### src/hw/rtl/polynomial_atan2_approximation_defines.svh
// Assertion macros for the atan2 block; clock i_clk, synchronous reset i_rst_n.
`ifndef POLYNOMIAL_ATAN2_APPROXIMATION_DEFINES_SVH
`define POLYNOMIAL_ATAN2_APPROXIMATION_DEFINES_SVH

// Same-cycle implication.
`define PATAN_ASSERT_NOW(label, ante, cons) \
    label: assert property (@(posedge i_clk) disable iff (!i_rst_n) (ante) |-> (cons)) \
        else $error("patan: assertion failed");

// Next-cycle implication.
`define PATAN_ASSERT_NEXT(label, ante, cons) \
    label: assert property (@(posedge i_clk) disable iff (!i_rst_n) (ante) |=> (cons)) \
        else $error("patan: assertion failed");

`endif

### src/hw/rtl/patan_pkg.sv
`timescale 1ns / 1ps

package patan_pkg;

    localparam int COMPONENT_WIDTH    = 16;
    localparam int ANGLE_FRAC_BITS    = 13;
    localparam int ANGLE_W            = 16;
    localparam int RATIO_W            = 16;
    localparam int DIV_BITS_PER_STAGE = 2;
    localparam int DIV_STAGES         = RATIO_W / DIV_BITS_PER_STAGE;
    localparam int ACC_W              = 20;
    localparam int PROD_W             = ACC_W + RATIO_W + 1;
    localparam int POLY_STEPS         = 5;
    localparam int Q30_FRAC           = 30;
    localparam int ACC_SH             = Q30_FRAC - RATIO_W;
    localparam int ROUND_SH           = Q30_FRAC - ANGLE_FRAC_BITS;
    localparam int FOLD_W             = 34;

    typedef logic [COMPONENT_WIDTH-1:0] t_mag;
    typedef logic [RATIO_W-1:0]         t_ratio;
    typedef logic signed [ACC_W-1:0]    t_acc;

    localparam t_acc COEF_A = ACC_W'(-3294);
    // b, c, d, e, then zero for the final multiply
    localparam t_acc COEF_TAIL [POLY_STEPS] = '{
        ACC_W'(17435), ACC_W'(-29659), ACC_W'(1563), ACC_W'(65429), ACC_W'(0)
    };

    localparam logic signed [FOLD_W-1:0] PI_Q30      = FOLD_W'(64'sd3373259426);
    localparam logic signed [FOLD_W-1:0] HALF_PI_Q30 = FOLD_W'(64'sd1686629713);

    typedef struct packed {
        logic big_x;
        logic x_neg;
        logic x_zero;
        logic y_neg;
        logic y_zero;
    } t_side;

endpackage

### src/hw/rtl/patan_div.sv
`timescale 1ns / 1ps

module patan_div (
    input  logic               i_clk,
    input  logic               i_rst_n,
    input  logic               i_en,
    input  logic               i_valid,
    input  patan_pkg::t_mag    i_lo,
    input  patan_pkg::t_mag    i_hi,
    input  patan_pkg::t_side   i_side,
    output logic               o_valid,
    output patan_pkg::t_ratio  o_ratio,
    output patan_pkg::t_side   o_side
);
    import patan_pkg::*;

    typedef struct packed {
        t_mag rem;
        logic q_bit;
    } t_step;

    // restoring step; rem <= hi holds throughout, equal inputs give all ones
    function automatic t_step div_step(input t_mag rem, input t_mag hi);
        logic [COMPONENT_WIDTH:0] rem2;
        logic [COMPONENT_WIDTH:0] diff;
        t_step res;
        rem2 = {rem, 1'b0};
        diff = rem2 - {1'b0, hi};
        if (rem2 >= {1'b0, hi}) begin
            res.rem   = diff[COMPONENT_WIDTH-1:0];
            res.q_bit = 1'b1;
        end else begin
            res.rem   = rem2[COMPONENT_WIDTH-1:0];
            res.q_bit = 1'b0;
        end
        return res;
    endfunction

    logic   s_v    [DIV_STAGES+1];
    t_ratio s_q    [DIV_STAGES+1];
    t_side  s_side [DIV_STAGES+1];
    t_mag   s_rem  [DIV_STAGES];
    t_mag   s_hi   [DIV_STAGES];

    assign s_v[0]    = i_valid;
    assign s_q[0]    = '0;
    assign s_side[0] = i_side;
    assign s_rem[0]  = i_lo;
    assign s_hi[0]   = i_hi;

    for (genvar k = 0; k < DIV_STAGES; k++) begin : g_stage
        logic   r_v;
        t_ratio r_q;
        t_side  r_side;
        t_mag   n_rem;
        t_ratio n_q;

        always_comb begin
            t_step st;
            n_rem = s_rem[k];
            n_q   = s_q[k];
            for (int b = 0; b < DIV_BITS_PER_STAGE; b++) begin
                st    = div_step(n_rem, s_hi[k]);
                n_rem = st.rem;
                n_q   = {n_q[RATIO_W-2:0], st.q_bit};
            end
        end

        always_ff @(posedge i_clk) begin
            if (!i_rst_n) begin
                r_v <= 1'b0;
            end else if (i_en) begin
                r_v <= s_v[k];
            end
        end

        always_ff @(posedge i_clk) begin
            if (i_en) begin
                r_q    <= n_q;
                r_side <= s_side[k];
            end
        end

        assign s_v[k+1]    = r_v;
        assign s_q[k+1]    = r_q;
        assign s_side[k+1] = r_side;

        if (k < DIV_STAGES - 1) begin : g_carry
            t_mag r_rem;
            t_mag r_hi;

            always_ff @(posedge i_clk) begin
                if (i_en) begin
                    r_rem <= n_rem;
                    r_hi  <= s_hi[k];
                end
            end

            assign s_rem[k+1] = r_rem;
            assign s_hi[k+1]  = r_hi;
        end
    end

    assign o_valid = s_v[DIV_STAGES];
    assign o_ratio = s_q[DIV_STAGES];
    assign o_side  = s_side[DIV_STAGES];

endmodule

### config.mk
export PLATFORM = sky130hd
export DESIGN_NAME = patan_div
export DESIGN_NICKNAME = d
export VERILOG_FILES = /design/src/hw/rtl/polynomial_atan2_approximation_defines.svh /design/src/hw/rtl/patan_pkg.sv /design/src/hw/rtl/patan_div.sv
export SDC_FILE = /design/constraint.sdc
export NUM_CORES = 1
export LEC_CHECK = 0
export BUFFER_PORTS_ARGS = -buffer_cell sky130_fd_sc_hd__buf_4
export CAP_MARGIN = 15
export CORE_ASPECT_RATIO = 1.25
export CORE_UTILIZATION = 40
export CTS_CLUSTER_SIZE = 24
export DETAILED_ROUTE_END_ITERATION = 12
export PLACE_DENSITY_LB_ADDON = 0.1
export SETUP_SLACK_MARGIN = 0.4
export SYNTH_ARGS = -nofsm -noshare
export SYNTH_HDL_FRONTEND = slang
export SYNTH_SLANG_ARGS = --single-unit
### constraint.sdc
create_clock -name i_clk -period 12.7 [get_ports i_clk]
set_input_delay 1.27 -clock i_clk [delete_from_list [all_inputs] [get_ports i_clk]]
set_output_delay 1.27 -clock i_clk [all_outputs]
set_load 0.02 [all_outputs]
=== Yosys cells after proc, flatten, opt, wreduce, memory -nomap -nowiden ===
Index checks and enable logic that the tools add are counted.
W data, S select, Z words.

* Register bits: 344
* Bits in latches: 0
* Bits in writable memories: 0
* Bits in read-only memories: 0
* Output and inout port bits: 22
* Memories kept: 0

* Add/subtract/negate cells: 15
* Multiply operators: 0
* Divide/modulo/power cells: 0
* Magnitude comparators: 16
* Equality and inequality tests: 0
* Shift-type cells: 0
* Multiplexer cells: 16
* Bitwise logic cells: 0
* Reduce and logical (&&, ||, !) cells: 0

{| class="wikitable"
|+ Operator list
! operator !! number
|-
| $ge A17 B16 Y1 || 16
|-
| $mux W17 || 15
|-
| $sub A16 B16 Y16 || 15
|-
| $mux W1 || 1
|}

=== Logic depth before layout (Yosys ltp) ===
* Word-level depth: 4
* Depth in mapped cells: 23
* Mapped depth without buffers: 19

=== Worst setup path before layout ===
No wires, ideal clock.

* Path kind: in2reg
* Start: input port i_hi[4]
* End: register g_stage[0].g_carry.r_rem[10] (data pin)
* Setup time: 260 ps
* Arrival: 5793 ps
* Path slack: 6647 ps
* Stages on the path: 22
* Buffers on the path: 4
* Path through: inv_1 > ha_1 > a2111o_1 > o21ai_0 > o211ai_1 > a41oi_1 > buf_2 > inv_1 > buf_1 > nand2_1 > nand2_1 > ha_1 > a211oi_1 > o21ai_0 > a211oi_1 > a31oi_1 > o2111a_1 > a211oi_1 > o211a_1 > buf_2 > buf_4 > mux2_2

{| class="wikitable"
|+ RTL lines
! element !! RTL line !! text
|-
| start, declared || patan_div.sv:9 || <nowiki>input patan_pkg::t_mag i_hi,</nowiki>
|-
| end signal, assigned || patan_div.sv:94 || <nowiki>r_rem <= n_rem;</nowiki>
|-
| end, declared || patan_div.sv:89 || <nowiki>t_mag r_rem;</nowiki>
|}

==> flow_metrics.env <==
export IMPL_synth_async_sr_flop_share=0
export IMPL_dp_cells=3242
export IMPL_clk_latency_ns=0.58
export IMPL_ys_flop_type="edfxtp_1"
export IMPL_synth_mux_area_frac=0.0759
export IMPL_cp_arrival_ns=6.60
export IMPL_whs_endpoint="g_stage[5].r_side[4]$_DFFE_PP_"
export IMPL_cts_hold_buffers=0
export IMPL_skew_ns=0.0228
export IMPL_synth_fa_ha_area_frac=0.131
export IMPL_finalInstanceArea_um2=27700
export IMPL_place_area_um2=26400
export IMPL_synth_fp_nets=2672
export IMPL_wl_per_cell_um=19.5
export IMPL_synth_seq_cells=344
export IMPL_io_buffer_count=62
export IMPL_synth_simple_gate_area_frac=0.120
export IMPL_grt_pass1_vias=18700
export IMPL_grt_antenna_before_repair=0
export IMPL_ys_types=89
export IMPL_grt_ovfl_total=0
export IMPL_cts_tree="yes"
export IMPL_grt_max_degree=99
export IMPL_fmax_mhz=159
export IMPL_hold_viol_final=0
export IMPL_cts_resized=0
export IMPL_cp_max_fo=17
export IMPL_pin_count=63
export IMPL_outcome="complete, no violations"
export IMPL_seq_area_frac_synth=0.411
export IMPL_netlist_area_um2=24900
export IMPL_setup_viol_count_final=0
export IMPL_drv_cap=0
export IMPL_wl_um=64800
export IMPL_yosys_warnings=0
export IMPL_dr_pass1_iters=5
export IMPL_synth_compound_area_frac=0.170
export IMPL_viasPerCell=5.57
export IMPL_synthCells=2375
export IMPL_cts_root_buf="clkbuf_16"
export IMPL_worstPathRequired_ns=13.01
export IMPL_drive_gt1_frac=0.132
export IMPL_track_usage=0.205
export IMPL_num_rows=101
export IMPL_min_path_type="reg -> reg"
export IMPL_cts_setup_buffers=0
export IMPL_worst_pin_slew_ns=1.04
export IMPL_vias=18500
export IMPL_syn_to_final_growth_pct=11.0
export IMPL_design_core_area_um2=61200
export IMPL_rr_startpoint="g_stage[0].g_carry.r_hi[1]$_DFFE_PP_"
export IMPL_drc=0
export IMPL_maxSlewViolCount=0
export IMPL_cts_sinks=344
export IMPL_max_slew_margin=0.305
export IMPL_die_x_um=225
export IMPL_synth_xor_xnor_area_share=0.0583
export IMPL_num_antenna_cells=0
export IMPL_cts_inserted_buffers=41
export IMPL_fin_cells=3317
export IMPL_ant_nets=0
export IMPL_finalCritPeriodShare=0.495
export IMPL_syn_mean_instance_area_um2=10.5
export IMPL_grt_pass1_wl_um=101000
export IMPL_min_period_ns=6.29
export IMPL_synth_edf_count=336
export IMPL_place_hpwl_um=51900
export IMPL_min_delay_start="g_stage[4].r_side[4]$_DFFE_PP_"
export IMPL_htree_num_levels=2
export IMPL_ff2ff_path_depth=18
export IMPL_timing_rr_end="g_stage[1].g_carry.r_rem[3]$_DFFE_PP_"
export IMPL_hold_path_depth=0
export IMPL_dieArea_um2=63300
export IMPL_cts_buffer_depth=3
export IMPL_criticalPathCategory="reg -> reg"
export IMPL_finalNetCount=2758
export IMPL_fill_cells=5839
export IMPL_r2r_setup_slack_ns=6.41
export IMPL_die_y_um=281
export IMPL_initial_core_util=0.408
export IMPL_start_kind="flip-flop"
export IMPL_synth_top_family_by_area="compound AO/OA/AOI/OAI gates"
export IMPL_gp_congestion=0.887
export IMPL_fin_setup_tns_ns=0
export IMPL_rsz0062_at_grt="no"
export IMPL_path_clk_slew_ns=0.06
export IMPL_drt_iter0_markers=890
export IMPL_critPathCaptureType="flip-flop"
## worst max-delay path by stage
stage	startpoint	endpoint	slack [ns]
final	g_stage[0].g_carry.r_hi[1]$_DFFE_PP_	g_stage[1].g_carry.r_rem[3]$_DFFE_PP_	6.41
after global routing	g_stage[0].g_carry.r_hi[1]$_DFFE_PP_	g_stage[1].g_carry.r_rem[3]$_DFFE_PP_	6.00
after CTS	g_stage[1].g_carry.r_hi[1]$_DFFE_PP_	g_stage[2].g_carry.r_rem[6]$_DFFE_PP_	6.38
after detailed placement	i_hi[4]	g_stage[0].g_carry.r_rem[9]$_DFFE_PP_	5.95
after global placement	i_hi[4]	g_stage[0].g_carry.r_rem[7]$_DFFE_PP_	6.09
after floorplan	i_hi[4]	g_stage[0].g_carry.r_rem[10]$_DFFE_PP_	6.65
## stage by stage
step                      setup WS (ns)  utilization  hold slack, ns
after CTS                          6.38        0.453           0.417
final                              6.41        0.453           0.417
after global placement             6.09        0.431           0.400
after floorplan                    6.65            -           0.400
after detailed placement           5.95        0.431           0.405
after global routing               6.00        0.453           0.422
## cell usage after synthesis, types with 28 or more instances
cell | count | share of area
nand4_1 | 28 | 0.0070
nand3_1 | 51 | 0.010
nor2b_1 | 36 | 0.0090
nor2_1 | 154 | 0.023
edfxtp_1 | 336 | 0.40
o21a_1 | 48 | 0.014
o21ai_0 | 130 | 0.026
nand2b_1 | 29 | 0.0073
ha_1 | 248 | 0.12
mux2_2 | 143 | 0.065
inv_1 | 188 | 0.028
a21oi_1 | 143 | 0.029
a21o_1 | 61 | 0.018
xor2_1 | 46 | 0.016
nor3_1 | 50 | 0.010
xnor2_1 | 120 | 0.042
nand2_1 | 137 | 0.021
## critical path: stages, from the launching register on
cell and delay [ns]:
edfxtp_1 0.53, inv_1 0.15, ha_1 0.31, nor2b_1 0.15, o31ai_1 0.48, a21oi_1 0.27, a211oi_1 0.40, o211ai_2 0.28
buf_4 0.29, mux2_2 0.34, ha_1 0.36, a21o_1 0.18, a21oi_1 0.14, nor2_1 0.06, o41ai_1 0.33, nand3_1 0.19
a41oi_1 0.38, o2111ai_2 0.61, mux2_2 0.55
## metal layers
metal  share of wire  track usage  wire length (um)
met4           0.055        0.110              3560
met2            0.56        0.413             36200
met3           0.025       0.0239              1600
met1            0.36        0.199             23500
met5               0            0                 0
## layout make-up
cell class,instances,area (um^2),area share
Multi-Input combinational cell,1810,13800,0.499
Sequential cell,344,10200,0.370
Clock buffer,45,1040,0.0376
Tap cell,824,1030,0.0372
Inverter,190,713,0.0258
Timing Repair Buffer,74,563,0.0203
Clock inverter,30,258,0.00931
## layout by cell type, fill, tap and decap left out, types with 20 or more instances in the layout
cell       instances
edfxtp_1         336
a21o_1            61
o21a_1            48
o21ai_0          130
buf_4             73
a21oi_1          143
ha_1             248
nand2b_1          29
or3_1             21
nor2_1           154
xor2_1            46
a211oi_1          27
o21bai_1          20
mux2_2           143
nor2b_1           36
clkbuf_16         41
nand4_1           28
nor3_1            50
nand2_1          137
inv_1            188
xnor2_1          120
nand3_1           51
a31oi_1           25
## kinds of logic (layout without fill, tap and decap cells)
| group | after synthesis | count (layout) |
|---|---|---|
| AOI/OAI and AO/OA | 621 | 621 |
| muxes | 167 | 167 |
| DFF | 344 | 344 |
| and+or+nand+nor | 600 | 600 |
| adders and majority gates | 256 | 256 |
| xor gates and xnor gates | 166 | 166 |
| buffers and inverters | 221 | 339 |
## registers in the layout, indices dropped and copies added, names as in the netlist
| signal | count |
|---|---|
| o_valid | 1 |
| g_stage.g_carry.r_rem | 112 |
| g_stage.r_side | 35 |
| g_stage.r_q | 56 |
| g_stage.g_carry.r_hi | 112 |
| o_ratio | 16 |
| g_stage.r_v | 7 |
| o_side | 5 |
Power is left out: the tool's default activity adds up to more than one toggle a clock period on the data nets, which glitch-free logic cannot reach.
