===== src/hw/rtl/polynomial_atan2_approximation_defines.svh =====
// Assertion macros for the atan2 block; clock i_clk, synchronous reset i_rst_n.
`ifndef POLYNOMIAL_ATAN2_APPROXIMATION_DEFINES_SVH
`define POLYNOMIAL_ATAN2_APPROXIMATION_DEFINES_SVH

// Same-cycle implication.
`define PATAN_ASSERT_NOW(label, ante, cons) \
    label: assert property (@(posedge i_clk) disable iff (!i_rst_n) (ante) |-> (cons)) \
        else $error("patan: assertion failed");

// Next-cycle implication.
`define PATAN_ASSERT_NEXT(label, ante, cons) \
    label: assert property (@(posedge i_clk) disable iff (!i_rst_n) (ante) |=> (cons)) \
        else $error("patan: assertion failed");

`endif


===== src/hw/rtl/patan_pkg.sv =====
`timescale 1ns / 1ps

package patan_pkg;

    localparam int COMPONENT_WIDTH    = 16;
    localparam int ANGLE_FRAC_BITS    = 13;
    localparam int ANGLE_W            = 16;
    localparam int RATIO_W            = 16;
    localparam int DIV_BITS_PER_STAGE = 2;
    localparam int DIV_STAGES         = RATIO_W / DIV_BITS_PER_STAGE;
    localparam int ACC_W              = 20;
    localparam int PROD_W             = ACC_W + RATIO_W + 1;
    localparam int POLY_STEPS         = 5;
    localparam int Q30_FRAC           = 30;
    localparam int ACC_SH             = Q30_FRAC - RATIO_W;
    localparam int ROUND_SH           = Q30_FRAC - ANGLE_FRAC_BITS;
    localparam int FOLD_W             = 34;

    typedef logic [COMPONENT_WIDTH-1:0] t_mag;
    typedef logic [RATIO_W-1:0]         t_ratio;
    typedef logic signed [ACC_W-1:0]    t_acc;

    localparam t_acc COEF_A = ACC_W'(-3294);
    // b, c, d, e, then zero for the final multiply
    localparam t_acc COEF_TAIL [POLY_STEPS] = '{
        ACC_W'(17435), ACC_W'(-29659), ACC_W'(1563), ACC_W'(65429), ACC_W'(0)
    };

    localparam logic signed [FOLD_W-1:0] PI_Q30      = FOLD_W'(64'sd3373259426);
    localparam logic signed [FOLD_W-1:0] HALF_PI_Q30 = FOLD_W'(64'sd1686629713);

    typedef struct packed {
        logic big_x;
        logic x_neg;
        logic x_zero;
        logic y_neg;
        logic y_zero;
    } t_side;

endpackage


===== src/hw/rtl/patan_horner.sv =====
`timescale 1ns / 1ps

module patan_horner (
    input  logic               i_clk,
    input  logic               i_rst_n,
    input  logic               i_en,
    input  logic               i_valid,
    input  patan_pkg::t_ratio  i_ratio,
    input  patan_pkg::t_side   i_side,
    output logic               o_valid,
    output patan_pkg::t_acc    o_poly,
    output patan_pkg::t_side   o_side
);
    import patan_pkg::*;

    localparam logic signed [PROD_W-1:0] RND_HALF = PROD_W'(1) << (RATIO_W - 1);

    logic   s_v    [POLY_STEPS+1];
    t_acc   s_acc  [POLY_STEPS+1];
    t_side  s_side [POLY_STEPS+1];
    t_ratio s_r    [POLY_STEPS];

    assign s_v[0]    = i_valid;
    assign s_acc[0]  = COEF_A;
    assign s_side[0] = i_side;
    assign s_r[0]    = i_ratio;

    for (genvar k = 0; k < POLY_STEPS; k++) begin : g_step
        // multiply stage
        logic                     r_mv;
        logic signed [PROD_W-1:0] r_prod;
        t_side                    r_mside;
        logic signed [PROD_W-1:0] n_prod;
        // round and add stage
        logic                     r_av;
        t_acc                     r_acc;
        t_side                    r_aside;
        logic signed [PROD_W-1:0] n_sum;
        logic signed [PROD_W-1:0] n_shr;
        t_acc                     n_acc;

        assign n_prod = s_acc[k] * $signed({1'b0, s_r[k]});
        assign n_sum  = r_prod + RND_HALF;
        assign n_shr  = n_sum >>> RATIO_W;
        assign n_acc  = ACC_W'(n_shr) + COEF_TAIL[k];

        always_ff @(posedge i_clk) begin
            if (!i_rst_n) begin
                r_mv <= 1'b0;
                r_av <= 1'b0;
            end else if (i_en) begin
                r_mv <= s_v[k];
                r_av <= r_mv;
            end
        end

        always_ff @(posedge i_clk) begin
            if (i_en) begin
                r_prod  <= n_prod;
                r_mside <= s_side[k];
                r_acc   <= n_acc;
                r_aside <= r_mside;
            end
        end

        assign s_v[k+1]    = r_av;
        assign s_acc[k+1]  = r_acc;
        assign s_side[k+1] = r_aside;

        if (k < POLY_STEPS - 1) begin : g_carry
            t_ratio r_mr;
            t_ratio r_ar;

            always_ff @(posedge i_clk) begin
                if (i_en) begin
                    r_mr <= s_r[k];
                    r_ar <= r_mr;
                end
            end

            assign s_r[k+1] = r_ar;
        end
    end

    assign o_valid = s_v[POLY_STEPS];
    assign o_poly  = s_acc[POLY_STEPS];
    assign o_side  = s_side[POLY_STEPS];

endmodule


===== config.mk =====
export PLATFORM = sky130hd
export DESIGN_NAME = patan_horner
export DESIGN_NICKNAME = d
export VERILOG_FILES = /design/src/hw/rtl/polynomial_atan2_approximation_defines.svh /design/src/hw/rtl/patan_pkg.sv /design/src/hw/rtl/patan_horner.sv
export SDC_FILE = /design/constraint.sdc
export NUM_CORES = 2
export LEC_CHECK = 0
export CAP_MARGIN = 0
export CORE_MARGIN = 4
export CORE_UTILIZATION = 45
export DETAILED_ROUTE_END_ITERATION = 10
export DONT_BUFFER_PORTS = 1
export PLACE_DENSITY = 0.58
export SETUP_SLACK_MARGIN = 0.2
export SYNTH_ARGS = -nofsm -noshare
export SYNTH_HDL_FRONTEND = slang
export SYNTH_SLANG_ARGS = --single-unit

===== constraint.sdc =====
create_clock -name i_clk -period 8.5 [get_ports i_clk]
set_clock_uncertainty 0.05 [all_clocks]
set_input_delay 0.425 -clock i_clk [delete_from_list [all_inputs] [get_ports i_clk]]
set_output_delay 0.425 -clock i_clk [all_outputs]
set_load 0.005 [all_outputs]

# --- Word-level counts from Yosys, hierarchy flattened ---
# Index checks and enable logic that the tools add are counted.
classes:
  magnitude_cmp: 0
  n_reduce_logical: 0
  add_sub_neg: 9
  n_mul: 5
  n_div: 0
  n_bitwise: 0
  shift: 0
  eq_ne: 0
  muxes: 0
ops:
  columns: ["operator", "count"]
  rows:
  - ["adder 36 x 17 -> 36 bit, second input constant", 4]
  - ["multiplier 20 x 17 -> 36 bit", 4]
  - ["adder 20 x 16 -> 20 bit, second input constant", 2]
  - ["adder 30 x 17 -> 31 bit, second input constant", 1]
  - ["multiplier 12 x 17 -> 29 bit, first input constant", 1]
  - ["adder 20 x 12 -> 20 bit, second input constant", 1]
  - ["adder 20 x 17 -> 20 bit, second input constant", 1]
word_totals:
  regBits: 461
  inputBits: 25
  wordCells: 92
  latch_bits: 0
  rom_bits: 0
  mem_bits_rw: 0
  mem_count: 0

# --- Logic depth before layout (Yosys ltp) ---
logic_depth:
  word_depth: 2
  ltp_mapped: 25
  mapped_depth_nobuf: 24

# --- Least setup slack after synthesis ---
# No wires, ideal clock.
synth_path:
  path_type: "register to register"
  from: "register g_step[1].r_acc[19]"
  to: "register g_step[2].r_prod[35] (data pin)"
  required_ns: 8.190
  setup_ns: 0.260
  path_stages_with_launch: 22
  path_buffers: 1
  slack_ns: 2.190
  synth_period_minus_slack_ns: 6.310
  arrival_time_ns: 6.000
  cell_sequence: "edfxtp_1 -> clkbuf_1 -> nand2_1 -> fa_1 -> inv_1 -> fa_1 -> fa_1 -> fa_1 -> fa_1 -> inv_1 -> fa_1 -> inv_1 -> ha_1 -> a21oi_1 -> o21ai_0 -> a2111oi_0 -> nor2_1 -> nor2_1 -> o21ai_0 -> o311ai_0 -> nand3b_1 -> xnor2_1"
synth_via:
  elab_chain_len: 1
synth_lines:
  columns: ["item", "line_no", "text"]
  rows:
  - ["start: declaration", "patan_horner.sv:36", "t_acc r_acc;"]
  - ["start signal: assignment", "patan_horner.sv:61", "r_acc <= n_acc;"]
  - ["multiplier 20 x 17 -> 36 bit", "patan_horner.sv:42", "assign n_prod = s_acc[k] * $signed({1'b0, s_r[k]});"]
  - ["via g_step[2].n_prod[35]", "patan_horner.sv:33", "logic signed [PROD_W-1:0] n_prod;"]
  - ["end signal: assignment", "patan_horner.sv:59", "r_prod <= n_prod;"]
  - ["end: declaration", "patan_horner.sv:31", "logic signed [PROD_W-1:0] r_prod;"]
# The timed path passes the listed nets, and every way through them passes these cells.
# A chain may end at the register's enable or synchronous reset.

# --- Worst setup path in the final report ---
# Ends and elaborated chain as after synthesis.

==> results.rst <==
.. list-table::
   :header-rows: 1

   * - Metric
     - Value
   * - Status
     - finished, final reports clean
   * - Clock slew at the register clock pins of the worst setup and hold paths
     - ~60 ps
   * - Via count
     - 40,000
   * - Number of buffers inserted by hold repair at cts
     - 28
   * - Number of top-level design ports
     - 51
   * - Clock buffer count from CTS
     - between 40 and 50
   * - Count of buffers added by post-CTS timing repair for setup
     - 0
   * - GP Congestion
     - between 0.8 and 0.9
   * - Per-cell via count in the routed design
     - roughly 5.0
   * - Die extent in x
     - 381 um
   * - Vias in the first global route
     - about 44,000
   * - Fraction of registers with async set or reset after synthesis
     - 0%
   * - TritonCTS Sinks
     - between 300 and 400
   * - Cell at the root of the clock tree
     - sky130_fd_sc_hd__clkbuf_16
   * - Remaining Overflow, GRT
     - 0
   * - Die ar.
     - roughly 0.14 mm2
   * - Class of the tightest hold or removal check
     - in -> reg
   * - Placement Rows
     - 136
   * - Sequential area share after synthesis
     - 18.3%
   * - Standard cell core area
     - between 0.1 and 0.15 mm2
   * - Pin count of the biggest net entering global routing
     - about 220
   * - Fin cells
     - roughly 8,000
   * - Data required time at the worst endpoint
     - a little under 9000 ps
   * - Wire length of the first global-routing pass
     - 235,000 um
   * - Setup Crit Path Kind
     - reg -> reg
   * - Number of synthesis warnings
     - 0
   * - Largest area contributor in the netlist
     - sky130_fd_sc_hd__fa_1
   * - Area overhead of the layout relative to synthesis
     - 5.70%
   * - Height of the die
     - around 380 um
   * - Wirelength per Cell
     - ~17 um
   * - Number of different library cells in the post-synthesis netlist
     - ~90
   * - Unrepaired setup endpoints after global routing
     - false
   * - Number of DRC markers in iteration 0
     - around 1,900
   * - Maximum clock frequency
     - approximately 130 MHz
   * - Total count of max-transition violations in the final report
     - 0
   * - Number of cells in the design after placement
     - approximately 8,000
   * - Crit path launch type
     - flip-flop
   * - Number of antenna violations at the first check in global routing
     - 0
   * - Commonest non-fill, non-tap cell in the layout
     - sky130_fd_sc_hd__inv_1
   * - Synth Cell Area
     - 0.0625 mm2
   * - Setup-failing EPs final
     - 0
   * - Worst-skew pair later-pin latency
     - about 630 ps
   * - Mapped Cells
     - 6,249
   * - Max capacitance violation total
     - 0
   * - Ratio of cells with drive above 1 in the final layout
     - 2.38%
   * - Crit-path max FO
     - 16
   * - Port Buffers
     - 0
   * - Most used cells in the layout excluding fill and tap cells
     - 1,575 x sky130_fd_sc_hd__inv_1, 1,257 x sky130_fd_sc_hd__fa_1, 827 x sky130_fd_sc_hd__nand2_1, 511 x sky130_fd_sc_hd__and2_1, 479 x sky130_fd_sc_hd__ha_1
   * - Quantity of gates resized following cts
     - 0
   * - Synthesized flop and latch total
     - roughly 390
   * - Initial cell density of the core
     - between 40% and 50%
   * - Clock tree from TritonCTS
     - yes
   * - Tcrit/Tclk final
     - ~87%
   * - Total routing usage reported by global routing
     - 20.0%
   * - Fraction of synthesized cell area taken by the top area cell type
     - approximately 40%
   * - Residual DRC count
     - 0
   * - Max-slew headroom at the worst pin
     - between 30% and 40%
   * - Deepest clock path buffer count
     - 3
   * - Antenna violation net count after detailed routing
     - 0
   * - Mapped Avg Cell Area
     - approximately 10 um2
   * - Post-layout net count
     - around 8,000
   * - Arrival time at the worst endpoint
     - between 7000 and 8000 ps
   * - Setup total negative slack
     - 0 ps
   * - Detail Placement HPWL
     - 109,000 um
   * - Number of H-tree branching levels
     - 2
   * - Kind of end point of the critical path
     - flip-flop
   * - Measured slew at the worst slew-check pin
     - between 900 and 1000 ps
   * - Routed WL
     - roughly 140,000 um
   * - Most used flip-flop cell after synthesis
     - sky130_fd_sc_hd__edfxtp_1
   * - Most area-consuming cells after synthesis
     - sky130_fd_sc_hd__fa_1 40%, sky130_fd_sc_hd__edfxtp_1 18%, sky130_fd_sc_hd__ha_1 9.6%, sky130_fd_sc_hd__inv_1 9.5%, sky130_fd_sc_hd__and2_1 5.1%
   * - Detailed-routing iteration count for the pre-antenna-repair pass
     - 7
   * - Minimum clock period after layout
     - between 7000 and 8000 ps
   * - Post-synth EDFFs
     - between 300 and 400
   * - Final hold violation count
     - 0
[cells in the mapped netlist, drive strengths merged (4+ instances only)]
| cell type | instances |
|---|---|
| ha | 479 |
| o2111ai | 4 |
| dfxtp | 10 |
| o211ai | 9 |
| nor2b | 23 |
| nand4 | 29 |
| a32oi | 4 |
| and4 | 11 |
| o31a | 5 |
| nand3b | 4 |
| or3b | 4 |
| a31o | 4 |
| mux2i | 13 |
| inv | 1575 |
| clkbuf | 216 |
| or3 | 10 |
| o311ai | 4 |
| a211oi | 17 |
| nor2 | 107 |
| a31oi | 17 |
| o21ai | 59 |
| a21oi | 99 |
| o21a | 18 |
| and3 | 29 |
| xor2 | 90 |
| nand2 | 827 |
| o22ai | 7 |
| nor4 | 11 |
| a21boi | 8 |
| o31ai | 9 |
| nor3 | 33 |
| or2 | 10 |
| buf | 7 |
| xnor2 | 171 |
| and2 | 511 |
| edfxtp | 375 |
| a22oi | 4 |
| fa | 1257 |
| nor3b | 5 |
| nand2b | 13 |
| nand3 | 63 |
| o21bai | 6 |
| a21o | 44 |
[per-layer routing]
| metal | GRT usage, % | vias up | routed length [um] |
|---|---|---|---|
| li1 | - | 18500 | - |
| met1 | 27.7 | 20800 | 62300 |
| met2 | 34.4 | 643 | 66700 |
| met3 | 2.11 | 140 | 5130 |
| met4 | 3.84 | 0 | 2430 |
| met5 | 0 | - | 0 |
[worst max-delay path, cell delays in order (launching register included)]
cell and delay (ps):
sky130_fd_sc_hd__edfxtp_1 730, sky130_fd_sc_hd__nand2_1 280, sky130_fd_sc_hd__fa_1 790, sky130_fd_sc_hd__inv_1 110, sky130_fd_sc_hd__fa_1 540, sky130_fd_sc_hd__fa_1 450
sky130_fd_sc_hd__fa_1 500, sky130_fd_sc_hd__fa_1 490, sky130_fd_sc_hd__inv_1 50, sky130_fd_sc_hd__fa_1 470, sky130_fd_sc_hd__inv_1 40, sky130_fd_sc_hd__ha_1 340
sky130_fd_sc_hd__nand4_1 280, sky130_fd_sc_hd__nor3_1 350, sky130_fd_sc_hd__nand2_1 80, sky130_fd_sc_hd__o21ai_0 670, sky130_fd_sc_hd__nor2_1 160, sky130_fd_sc_hd__o21ai_0 220
sky130_fd_sc_hd__buf_4 170, sky130_fd_sc_hd__o311ai_0 170, sky130_fd_sc_hd__nand3b_1 140, sky130_fd_sc_hd__xnor2_1 70
[cell type report]
type                    instances  area [um2]
diodes                          1        2.50
clock buffers                  52        1190
clock inverters                35         450
fillers                     12900       71700
inverters                    1575        5910
multi-input cells            4068       44300
flip-flops and latches        385       11500
well taps                    1794        2240
repair buffers                 58         523
[worst paths after layout]
check	cells past startpoint	end	slack, ps	startpoint
setup / recovery	21	g_step[2].r_prod[35]$_DFFE_PP_	1090	g_step[1].r_acc[19]$_DFFE_PP_
setup reg to reg	21	g_step[2].r_prod[35]$_DFFE_PP_	1090	g_step[1].r_acc[19]$_DFFE_PP_
hold / removal	0	g_step[2].r_prod[32]$_DFFE_PP_	140	i_en
hold reg to reg	0	o_side[2]$_DFFE_PP_	360	g_step[4].r_mside[2]$_DFFE_PP_
[kinds of logic after synthesis]
group	Yosys count	share of synthesized area, %
other	1	0.00600
buffers and inverters	1798	10.8
AOI/OAI and AO/OA	354	3.78
muxes	14	0.226
xor gates and xnor gates	261	3.66
adders and majority gates	1738	49.9
DFF	385	18.3
and+or+nand+nor	1698	13.3
[registers in the layout, indices dropped and copies added (netlist names)]
signal               flops
g_step.r_av              4
o_side                   5
o_valid                  1
g_step.g_carry.r_ar     64
g_step.r_prod           99
g_step.r_mside          25
g_step.r_acc            78
o_poly                  20
g_step.r_aside          20
g_step.g_carry.r_mr     64
g_step.r_mv              5
[metrics by stage]
step                      utilization [%]  hold WS, ps  setup WS (ps)  cell area (um2)
after floorplan                         -          350           2190            62500
after global routing                 47.9         26.8            640            66100
after global placement               46.5          350           1200            64100
after CTS                            47.9         1.01           1110            66100
final                                47.9          142           1090            66100
after detailed placement             46.5          355           1160            64100
Power is left out: the tool's default activity adds up to more than one toggle a clock period on the data nets, which glitch-free logic cannot reach.
